===== src/hw/rtl/assert_macros.svh =====
// assertion helpers shared by the rtl
`ifndef ASSERT_MACROS_SVH
`define ASSERT_MACROS_SVH

// property checked at every clock edge outside reset
`define ASSERT_CLK(lbl, clk, rstn, prop, msg) \
  lbl: assert property (@(posedge clk) disable iff (!rstn) (prop)) else $error(msg);

// implication into the next cycle
`define ASSERT_NEXT(lbl, clk, rstn, pre, post, msg) \
  `ASSERT_CLK(lbl, clk, rstn, (pre) |=> (post), msg)

`endif


===== src/hw/rtl/pscol_pkg.sv =====
`timescale 1ns / 1ps
package pscol_pkg;

  localparam int unsigned MaxVertices = 16;
  localparam int unsigned CoordW      = 32;
  localparam int unsigned DivNumW     = 64;
  localparam int unsigned DivDenW     = 32;

  typedef struct packed {
    logic               mode;
    logic signed [31:0] coord_x;
    logic signed [31:0] coord_y;
    logic               vertex_present;
    logic               finish;
  } in_t;

  typedef struct packed {
    logic               hit;
    logic signed [31:0] push_x;
    logic signed [31:0] push_y;
    logic               saturated;
  } res_t;

  typedef struct packed {
    logic               start;
    logic [DivNumW-1:0] num;
    logic [DivDenW-1:0] den;
  } div_req_t;

  typedef struct packed {
    logic               done;
    logic [DivNumW-1:0] quot;
  } div_rsp_t;

  typedef enum logic [4:0] {
    BK_IDLE,
    BK_AX_START,
    BK_AX_RD1,
    BK_AX_RD2,
    BK_AX_CALC,
    BK_NORM,
    BK_SQ1,
    BK_SQ2,
    BK_SQ3,
    BK_SQRT,
    BK_DIVX_GO,
    BK_DIVX_WAIT,
    BK_DIVY_GO,
    BK_DIVY_WAIT,
    BK_PJ_RD,
    BK_PJ_MX,
    BK_PJ_MY,
    BK_PJ_AC,
    BK_OV,
    BK_CS_RD,
    BK_CS_AC,
    BK_CD_GO,
    BK_CD_WAIT,
    BK_CHOOSE,
    BK_DOT1,
    BK_DOT2,
    BK_DOT3,
    BK_PU_LO,
    BK_PU_HI,
    BK_PU_FIN,
    BK_EMIT_HIT,
    BK_EMIT_MISS
  } back_state_e;

endpackage


===== src/hw/rtl/pscol_div.sv =====
`timescale 1ns / 1ps
module pscol_div (
  input  logic                clk_i,
  input  logic                rst_ni,
  input  pscol_pkg::div_req_t req_i,
  output pscol_pkg::div_rsp_t rsp_o
);
  import pscol_pkg::*;

  localparam int unsigned CntW = $clog2(DivNumW + 1);

  logic               busy_q;
  logic               done_q;
  logic [CntW-1:0]    cnt_q;
  logic [DivNumW-1:0] quot_q;
  logic [DivDenW-1:0] rem_q;
  logic [DivDenW-1:0] den_q;
  logic [DivDenW:0]   shifted;
  logic               ge;
  logic [DivDenW:0]   diff;

  // restoring division, one quotient bit per cycle
  assign shifted = {rem_q, quot_q[DivNumW-1]};
  assign ge      = shifted >= {1'b0, den_q};
  assign diff    = shifted - {1'b0, den_q};

  always_ff @(posedge clk_i or negedge rst_ni) begin
    if (!rst_ni) begin
      busy_q <= 1'b0;
      done_q <= 1'b0;
      cnt_q  <= '0;
    end else begin
      done_q <= 1'b0;
      if (req_i.start) begin
        busy_q <= 1'b1;
        cnt_q  <= CntW'(DivNumW);
      end else if (busy_q) begin
        cnt_q <= cnt_q - 1'b1;
        if (cnt_q == CntW'(1)) begin
          busy_q <= 1'b0;
          done_q <= 1'b1;
        end
      end
    end
  end

  always_ff @(posedge clk_i) begin
    if (req_i.start) begin
      quot_q <= req_i.num;
      den_q  <= req_i.den;
      rem_q  <= '0;
    end else if (busy_q) begin
      quot_q <= {quot_q[DivNumW-2:0], ge};
      rem_q  <= ge ? diff[DivDenW-1:0] : shifted[DivDenW-1:0];
    end
  end

  assign rsp_o.done = done_q;
  assign rsp_o.quot = quot_q;

endmodule


===== config.mk =====
export PLATFORM = sky130hd
export DESIGN_NAME = pscol_div
export DESIGN_NICKNAME = d
export VERILOG_FILES = /design/src/hw/rtl/assert_macros.svh /design/src/hw/rtl/pscol_pkg.sv /design/src/hw/rtl/pscol_div.sv
export SDC_FILE = /design/constraint.sdc
export NUM_CORES = 1
export LEC_CHECK = 0
export ABC_AREA = 0
export BUFFER_PORTS_ARGS = -buffer_cell sky130_fd_sc_hd__clkbuf_2
export CAP_MARGIN = 40
export CORE_ASPECT_RATIO = 0.5
export CORE_MARGIN = 2
export CORE_UTILIZATION = 41
export DETAILED_ROUTE_END_ITERATION = 16
export HOLD_SLACK_MARGIN = 0.12
export SETUP_SLACK_MARGIN = 0.15
export SLEW_MARGIN = 20
export SYNTH_ARGS = -nofsm -noshare
export SYNTH_HDL_FRONTEND = slang
export SYNTH_SLANG_ARGS = --single-unit
export TNS_END_PERCENT = 30

===== constraint.sdc =====
create_clock -name clk_i -period 4.3 [get_ports clk_i]
set_input_delay 0.215 -clock clk_i [delete_from_list [all_inputs] [get_ports clk_i]]
set_output_delay 0.215 -clock clk_i [all_outputs]
set_load 0.02 [all_outputs]

==> flow_summary.ini <==
[flow_run]
max_cap_viol_count = 0

[power_and_ir_drop]
p_sw_mw = 1.996
p_leak_nw = 4.292
power.internal_mw = 3.635
pwr-share-comb_pct = 40.0
power_density_mw_per_mm2 = 562.7
swShare_pct = 35.44
power.total_mw = 5.631
p_seq_share_pct = 34.1
irDropWorstVdd_uv = 288.0
clockPowerShare_pct = 25.9

[floorplanning]
io_pins = 164
initial_utilization_pct = 42.19
die_w_um = 193.7
num_rows = 34
chipHeight_um = 98.84
die_area_mm2 = 0.01914
coreArea_mm2 = 0.01748

[setup_path]
startpoint = quot_q[63]
crit_fanout = 5
path_class = register to register
crit_chain = inv_1, ha_1, fa_1, nor2b_1, o31a_1, o21ai_1, buf_4, o22ai_1, a21oi_1, o311ai_1, and4_1, o31ai_1, a211oi_1
critPathMaxStageDelay_ns = 0.69
crit_path_start_kind = register
worst_ep_arrival_time_ns = 3.72
r2r_start = quot_q[63]
crit_path_end_kind = register
cp_slowest_cell = o311ai_1
worstPathRequired_ns = 4.64

[clock_network]
path_clk_slew_ns = 0.06
cts_tree = built
post_cts_buffers = 0
cts_buffer_depth = 2
cts_root_buffer = clkbuf_16
h-tree-depth = 4
cts_buffers = 17
worst_skew_pair.late_latency_ns = 0.42
clock-sinks = 137

[global_route]
grt_max_degree = 74
grt_first_pass_wirelength_um = 28410
grt-ovfl-total = 0
track_usage_pct = 18.39
antenna_found_initial = 1
grt_pass1_vias = 5756

[sta]
worst_pin_slew_ns = 0.7673
period_minus_slack_ns = 3.381
skew_ns = 0.01052
hold_violations = 0
maxSlewHeadroom_pct = 48.04
setup_viol = 0
fin_crit_sh_pct = 78.63
fin_setup_tns_ns = 0
fmax_ghz = 0.2958
rsz0062_at_grt = no
drv_slew = 0

[logic_synthesis]
yosysWarnings = 0
synth_area_mm2 = 0.007376
synth_top_cell_by_area = edfxtp_1
synth_area_leaders = edfxtp_1, mux2_2, dfxtp_1
synth_cells = 633
ys_seq_area_share_pct = 50.82
synth-seq-cells = 137
synth_top_area_share_pct = 39.08
ys.flop_type = edfxtp_1
ys_types = 59
postSynthAreaPerCell_um2 = 11.65
syn_nets = 767
synth_edf_count = 96
async_reset_ff_share_pct = 6.569

[placed_design]
gp_congestion = 0.7996
io_buffers = 163
dp_hpwl_um = 11430

[route]
via_count = 5715
drt_first_iter_violations = 252
drc_errors = 0
drt-pass1-iter-count = 4
drt_wl_total_um = 17240
via_per_inst = 5.031
wl_per_cell_um = 15.18
antenna_left = 0

[min_path]
min-delay-path-class = input pin to asynchronous set/reset pin

[cells_and_area]
mostFrequentLayoutCells = clkbuf_2, dlygate4sd3_1, edfxtp_1
multiInputGateArea_mm2 = 0.003308
fillers = 1491
register_area_mm2 = 0.003750
finalNetCount = 1022
drive_above_1_share_pct = 30.85
layout_commonest_cell = clkbuf_2
area_growth_pct = 35.67

[run_status]
status = finished clean
==> through the flow <==
stage	cell area [um2]	util, %	std cells	setup WS (ns)	hold WS [ns]
after floorplan	7376	-	633	1.364	-0.08059
after global placement	8378	47.92	1002	0.8933	0.08930
after detailed placement	8418	48.15	1004	0.9937	0.09521
after CTS	9967	57.01	1133	0.9712	0.1890
after global routing	10010	57.23	1136	0.6014	0.2091
final	10010	57.23	1136	0.9191	0.1846
==> synth_stat cells (all sizes together), types with 4 or more instances <==
| cell | count |
|---|---|
| a21o | 8 |
| or3b | 4 |
| nor3 | 6 |
| o21a | 11 |
| a21oi | 26 |
| inv | 41 |
| clkbuf | 19 |
| ha | 34 |
| nor2 | 51 |
| mux2 | 66 |
| o21ai | 15 |
| nor2b | 6 |
| xnor2 | 21 |
| nand2 | 25 |
| a211oi | 31 |
| or3 | 8 |
| mux2i | 26 |
| nand4 | 4 |
| buf | 13 |
| nand2b | 7 |
| and3 | 5 |
| dfxtp | 32 |
| xor2 | 10 |
| a31oi | 6 |
| and2 | 4 |
| edfxtp | 96 |
| dfrtp | 9 |
| nand3 | 9 |
==> kinds of logic after synthesis <==
| group | Yosys count | synth area share (%) |
|---|---|---|
| buf+inv | 73 | 4.343 |
| compound gates | 126 | 12.18 |
| xor+xnor | 31 | 3.681 |
| fa+ha+maj | 35 | 6.039 |
| flops | 137 | 50.82 |
| simple gates | 139 | 9.279 |
| mux | 92 | 13.66 |
==> per-layer routing <==
layer | wire [um] | GRT usage (%) | part of all wire (%) | vias up
met5 | 0 | 0 | 0 | -
met1 | 7904 | 23.53 | 46 | 2695
li1 | - | - | - | 2869
met2 | 8116 | 30.14 | 47 | 130
met3 | 1011 | 5.715 | 5.9 | 21
met4 | 209 | 5.520 | 1.2 | 0
==> cell type report <==
cell class	count	area share, %
tap	234	2.926
clock buffer	20	4.364
inverter	41	1.538
sequential	137	37.47
clock inverter	12	1.413
antenna	1	0.02501
timing repair buffer	268	19.20
multi-input combinational	423	33.06
==> worst max-delay path: cells and delay by family, from the launching register on <==
kind / cells / cell delay (ns)
buffers and inverters: 2 / 0.22
AND/OR/NAND/NOR: 2 / 0.44
adder cells (fa/ha/maj): 2 / 0.62
AO/OA/AOI/OAI: 7 / 1.68
flip-flops: 1 / 0.34
==> power by group through the flow <==
stage                     combinational (mW)  clock (mW)  sequential, mW
after global placement                  2.11           0            1.95
after CTS                               2.25        1.50            1.92
final                                   2.25        1.46            1.92
after global routing                    2.50        1.55            1.96
after floorplan                         1.62           0            2.01
after detailed placement                2.17           0            1.94
==> registers in the layout, summed over array words and instances (netlist names) <==
name,cells
quot_q,64
den_q,32
rem_q,32
cnt_q,7
busy_q,1
done_q,1
==> worst paths after layout <==
check | end | slack (ns) | cells after the start
max | rem_q[28] | 0.92 | 13
min | done_q | 0.18 | 2
max reg2reg | rem_q[28] | 0.92 | 13
min reg2reg | rem_q[8] | 0.50 | 2
max in group asynchronous | busy_q | 3.89 | 2
min in group clk_i | rem_q[8] | 0.50 | 2
==> repair_timing <==
action | in CTS | in global routing
hold buffers | 97 | 1
resized for setup | 0 | 0
hold endpoints to repair | 105 | 1
(Power assumes the default switching activity.)
