## config.mk

```make
export PLATFORM = sky130hd
export DESIGN_NAME = pscol_front
export DESIGN_NICKNAME = d
export VERILOG_FILES = /design/src/hw/rtl/assert_macros.svh /design/src/hw/rtl/pscol_pkg.sv /design/src/hw/rtl/pscol_front.sv
export SDC_FILE = /design/constraint.sdc
export NUM_CORES = 1
export LEC_CHECK = 0
export ABC_AREA = 1
export BUFFER_PORTS_ARGS = -buffer_cell sky130_fd_sc_hd__clkbuf_2
export CAP_MARGIN = 20
export CORE_MARGIN = 1.5
export CORE_UTILIZATION = 41
export DETAILED_ROUTE_END_ITERATION = 12
export PLACE_DENSITY_LB_ADDON = 0.08
export SLEW_MARGIN = 20
export SYNTH_ARGS = -nofsm -noshare
export SYNTH_HDL_FRONTEND = slang
export SYNTH_SLANG_ARGS = --single-unit
```

## constraint.sdc

```tcl
create_clock -name clk_i -period 2.3 [get_ports clk_i]
set_input_delay 0.23 -clock clk_i [delete_from_list [all_inputs] [get_ports clk_i]]
set_output_delay 0.23 -clock clk_i [all_outputs]
set_load 0.03 [all_outputs]
```

## src/hw/rtl/assert_macros.svh

```systemverilog
// assertion helpers shared by the rtl
`ifndef ASSERT_MACROS_SVH
`define ASSERT_MACROS_SVH

// property checked at every clock edge outside reset
`define ASSERT_CLK(lbl, clk, rstn, prop, msg) \
  lbl: assert property (@(posedge clk) disable iff (!rstn) (prop)) else $error(msg);

// implication into the next cycle
`define ASSERT_NEXT(lbl, clk, rstn, pre, post, msg) \
  `ASSERT_CLK(lbl, clk, rstn, (pre) |=> (post), msg)

`endif

```

## src/hw/rtl/pscol_pkg.sv

```systemverilog
`timescale 1ns / 1ps
package pscol_pkg;

  localparam int unsigned MaxVertices = 16;
  localparam int unsigned CoordW      = 32;
  localparam int unsigned DivNumW     = 64;
  localparam int unsigned DivDenW     = 32;

  typedef struct packed {
    logic               mode;
    logic signed [31:0] coord_x;
    logic signed [31:0] coord_y;
    logic               vertex_present;
    logic               finish;
  } in_t;

  typedef struct packed {
    logic               hit;
    logic signed [31:0] push_x;
    logic signed [31:0] push_y;
    logic               saturated;
  } res_t;

  typedef struct packed {
    logic               start;
    logic [DivNumW-1:0] num;
    logic [DivDenW-1:0] den;
  } div_req_t;

  typedef struct packed {
    logic               done;
    logic [DivNumW-1:0] quot;
  } div_rsp_t;

  typedef enum logic [4:0] {
    BK_IDLE,
    BK_AX_START,
    BK_AX_RD1,
    BK_AX_RD2,
    BK_AX_CALC,
    BK_NORM,
    BK_SQ1,
    BK_SQ2,
    BK_SQ3,
    BK_SQRT,
    BK_DIVX_GO,
    BK_DIVX_WAIT,
    BK_DIVY_GO,
    BK_DIVY_WAIT,
    BK_PJ_RD,
    BK_PJ_MX,
    BK_PJ_MY,
    BK_PJ_AC,
    BK_OV,
    BK_CS_RD,
    BK_CS_AC,
    BK_CD_GO,
    BK_CD_WAIT,
    BK_CHOOSE,
    BK_DOT1,
    BK_DOT2,
    BK_DOT3,
    BK_PU_LO,
    BK_PU_HI,
    BK_PU_FIN,
    BK_EMIT_HIT,
    BK_EMIT_MISS
  } back_state_e;

endpackage

```

## src/hw/rtl/pscol_front.sv

```systemverilog
`timescale 1ns / 1ps
module pscol_front #(
  parameter int unsigned MAX_VERTICES = pscol_pkg::MaxVertices
) (
  input  logic                                                       clk_i,
  input  logic                                                       rst_ni,
  input  logic                                                       start,
  input  pscol_pkg::in_t                                             in_i,
  output logic                                                       busy,
  input  logic                                                       back_busy_i,
  output logic                                                       we_a_o,
  output logic                                                       we_b_o,
  output logic [((MAX_VERTICES > 1) ? $clog2(MAX_VERTICES) : 1)-1:0] waddr_o,
  output logic [63:0]                                                wdata_o,
  output logic                                                       job_valid_o,
  output logic [$clog2(MAX_VERTICES + 1)-1:0]                        job_na_o,
  output logic [$clog2(MAX_VERTICES + 1)-1:0]                        job_nb_o,
  input  logic                                                       job_pop_i
);
  import pscol_pkg::*;

  localparam int unsigned CntW  = $clog2(MAX_VERTICES + 1);
  localparam int unsigned AddrW = (MAX_VERTICES > 1) ? $clog2(MAX_VERTICES) : 1;

  logic            accept;
  logic            room_a;
  logic            room_b;
  logic [CntW-1:0] cnt_a_q, cnt_a_d;
  logic [CntW-1:0] cnt_b_q, cnt_b_d;
  logic [CntW-1:0] na_new;
  logic [CntW-1:0] nb_new;
  logic            push;

  // two-entry job queue toward the back end
  logic [CntW-1:0] ent_na_q [2];
  logic [CntW-1:0] ent_nb_q [2];
  logic            wp_q, wp_d;
  logic            rp_q, rp_d;
  logic [1:0]      lvl_q, lvl_d;

  assign accept = start && !busy;
  assign busy   = (lvl_q != 2'd0) || back_busy_i;
  assign room_a = cnt_a_q < CntW'(MAX_VERTICES);
  assign room_b = cnt_b_q < CntW'(MAX_VERTICES);

  assign we_a_o  = accept && in_i.vertex_present && !in_i.mode && room_a;
  assign we_b_o  = accept && in_i.vertex_present && in_i.mode && room_b;
  assign waddr_o = in_i.mode ? cnt_b_q[AddrW-1:0] : cnt_a_q[AddrW-1:0];
  assign wdata_o = {in_i.coord_x, in_i.coord_y};

  assign na_new = we_a_o ? cnt_a_q + 1'b1 : cnt_a_q;
  assign nb_new = we_b_o ? cnt_b_q + 1'b1 : cnt_b_q;
  assign push   = accept && in_i.finish;

  always_comb begin
    cnt_a_d = cnt_a_q;
    cnt_b_d = cnt_b_q;
    if (accept) begin
      cnt_a_d = in_i.finish ? '0 : na_new;
      cnt_b_d = in_i.finish ? '0 : nb_new;
    end
    wp_d  = push ? !wp_q : wp_q;
    rp_d  = job_pop_i ? !rp_q : rp_q;
    lvl_d = lvl_q + {1'b0, push} - {1'b0, job_pop_i};
  end

  always_ff @(posedge clk_i or negedge rst_ni) begin
    if (!rst_ni) begin
      cnt_a_q <= '0;
      cnt_b_q <= '0;
      wp_q    <= 1'b0;
      rp_q    <= 1'b0;
      lvl_q   <= 2'd0;
    end else begin
      cnt_a_q <= cnt_a_d;
      cnt_b_q <= cnt_b_d;
      wp_q    <= wp_d;
      rp_q    <= rp_d;
      lvl_q   <= lvl_d;
    end
  end

  always_ff @(posedge clk_i) begin
    if (push) begin
      ent_na_q[wp_q] <= na_new;
      ent_nb_q[wp_q] <= nb_new;
    end
  end

  assign job_valid_o = lvl_q != 2'd0;
  assign job_na_o    = ent_na_q[rp_q];
  assign job_nb_o    = ent_nb_q[rp_q];

endmodule

```

==> out/results.txt <==
Area contributors post-synth - edfxtp_1 (28%), buf_4 (22%), dfrtp_1 (16%), nand2_1 (6.5%), mux2_2 (5.2%)
Root Driver - clkbuf_8
layout cells sized above 1 - 0.265
fin. max-slew vios - 0
final WL - 4.28 mm
P per Cell Area - 850 nW/µm²
gpl congestion - 0.831
unique cell type count in the Yosys netlist - 22
Critical path buffers and inverters - 3
first-pass GRT wire length - 6.59 mm
Die X - 76.0 µm
compound-gate portion of the synthesized area - 0.0160
CP delay by family, top - simple AND/OR/NAND/NOR gates
Synth Area in XOR/XNOR - 0.0241
f_max - 0.521 GHz
WP data required - 2.07 ns
total gr overflow - 0
core area - 5110 µm²
insertion delay to the later sink of the worst-skew pair - 0.28 ns
period utilisation layout - 0.834
Initial Utilization - 0.427
Final setup violation count - 0
hold violation count in the final report - 0
Worst Path Arrival - 1.69 ns
Sequential Power Share - 0.464
Hold Crit Class - input pin to flop
synthesis-stage register bit count - 34
post-synth top area share - 0.275
Crit Path Class - flop to primary output
Max-slew headroom - 0.681
nets - 275
Hold Crit Start - job_pop_i
area of the mapped netlist - 2180 µm²
internal power - 1.12 mW
slew of the pin with the lowest slew margin - 0.478 ns
peak supply drop - 0.000326 V
Lkg Pwr - 0.921 nW
Layout Skew - 0.00447 ns
die area - 5770 µm²
fin crit period - 1.92 ns
Global Route Usage Sum - 0.149
filler instances - 549
worst r2r src - lvl_q[0]$_DFF_PN0_
final instance area - 2010 µm²
Comb pwr share - 0.298
Layout Area Growth over Synthesis - -7.74%
Vias - 1244
diodes inserted - 0
Critical Path Fanout Max - 12
simple-gate share of the synthesized area - 0.182
vias in the first global route - 1213
Synth Area per Inst - 9.49 µm²
CTS clock-pin slew for the worst setup and hold paths - 0.06 ns
CTS tree - done
CP most frequent cell - nand3_2
max incr delay on CP - 0.40 ns
sequential fraction of the synthesis area - 0.436
multiplexer area fraction after synthesis - 0.0516
Detailed Place HPWL - 3.47 mm
Util after Layout - 0.394
outcome - completed
area leader, netlist - edfxtp_1
switching share of power - 0.348
initial antenna violation count - 0
number of synthesis warnings - 0
setup TNS - 0 ns
drt drc - 0
combinational family with the most area after synthesis - buffers and inverters
Post-Synth Adder-Cell Area - 0.0229
cells after synthesis - 230
critical-path cell list - nor2_4 -> nand3_2 -> buf_4 -> nor2_2 -> nand3_2 -> inv_1 -> clkbuf_2
H-tree levels - 2
largest net degree at the start of global routing - 15
antenna viol nets, final - 0
syn nets - 306
Critical Path Slowest Stage Cell - dfrtp_1
P_sw - 595 µW
WL/cell - 15.8 µm
CP Capture Type - primary output
Num CTS Buffers - 5
vias per inst - 4.61
max-cap violations - 0
clock sinks - 34
IO Count - 154
Clk pwr share - 0.238
Worst Setup SP - lvl_q[0]$_DFF_PN0_
drt initial violations - 56
input/output buffers - 25
# resized after CTS - 0
Die H - 76.0 µm
unrepaired setup endpoints after global routing - no
first drt pass iteration count - 4
post-placement cell area - 1920 µm²
CTS Buffer Depth - 2
Setup crit start kind - flop
# rows - 26
[cell usage after synthesis]
master	n
nor3_1	1
nor2_4	3
edfxtp_1	20
buf_2	3
dfrtp_1	14
inv_1	24
nand4_4	1
and2_1	6
xor2_1	3
xnor2_1	3
nor2_2	2
nand3_2	2
nand2_2	1
nor2_1	6
nand2_1	38
a21oi_1	3
buf_4	64
nand3b_1	2
o21ai_0	4
ha_1	4
nand3_1	16
mux2_2	10
[stage by stage]
step | instances | total power, mW | hold WS, ns | setup WS, ns
floorplan | 230 | 1.40 | -0.0656 | 0.519
global placement | 261 | 1.32 | 0.159 | 0.722
detailed placement | 261 | 1.32 | 0.166 | 0.687
CTS | 270 | 1.74 | 0.155 | 0.370
global route | 270 | 1.81 | 0.169 | 0.273
finish | 270 | 1.71 | 0.163 | 0.382
[placed cells by master, fill, tap and decap left out, types with 3 or more instances in the layout]
master and instances:
and2_1 6, nor2_1 6, xnor2_1 3, clkbuf_2 25
dfrtp_1 14, buf_4 3, nand3_1 16, clkbuf_8 5
inv_1 24, nand2_1 38, a21oi_1 3, edfxtp_1 20
ha_1 4, mux2_2 10, o21ai_0 4, xor2_1 3
nor2_4 3
[metal layers]
metal  wire length [µm]  vias up  GRT usage
li1                   -      608          -
met5                  0        -          0
met2               2050       86      0.236
met1               1590      540      0.165
met4                 85        0     0.0722
met3                552       10     0.0790
[repair_timing]
item                      4_1_cts  5_1_grt
buffers inserted                0        0
hold endpoints to repair       14        0
hold buffers                    1        0
[path summary, 6_finish.rpt]
path	end	slack [ns]	cells past startpoint
max	we_a_o	0.38	7
min	rp_q$_DFFE_PN0P_	0.16	2
max reg2reg	ent_nb_q[1][1]$_DFFE_PP_	0.69	6
min reg2reg	wp_q$_DFFE_PN0P_	0.49	1
max in group asynchronous	cnt_a_q[4]$_DFFE_PN0N_	1.64	2
min in group asynchronous	cnt_a_q[2]$_DFFE_PN0N_	0.40	2
[final cells by class]
type                       count  area [µm²]  share of cell area
inverter                      24        90.1              0.0447
timing repair buffer          29         158              0.0783
tap                           70        87.6              0.0435
clock inverter                 2        8.76             0.00435
clock buffer                   6        72.6              0.0360
multi-input combinational    105         647               0.321
sequential                    34         951               0.472
[worst register-to-register path: cells and delay by family, from the launching register on]
| family | cells | cell delay (ns) |
|---|---|---|
| flops | 1 | 0.40 |
| buf+inv | 2 | 0.31 |
| simple gates | 4 | 0.61 |
[power by group through the flow]
stage | sequential (mW) | clock, mW | combinational, mW
floorplan | 0.764 | 0 | 0.633
global placement | 0.807 | 0 | 0.512
detailed placement | 0.810 | 0 | 0.513
CTS | 0.798 | 0.423 | 0.519
global route | 0.812 | 0.445 | 0.554
finish | 0.795 | 0.408 | 0.510
[kinds of logic (layout without fill, tap and decap cells)]
logic type,Yosys count,count (layout)
muxes,10,10
and+or+nand+nor,78,78
AOI/OAI and AO/OA,7,7
adders and majority gates,4,4
xor gates and xnor gates,6,6
buffers and inverters,91,61
DFF,34,34
[state kept, by name, summed over array words and instances, names as in the netlist]
signal,cells
cnt_a_q,5
cnt_b_q,5
rp_q,1
ent_na_q,10
wp_q,1
ent_nb_q,10
lvl_q,2
Power figures use the tool's default switching activity.
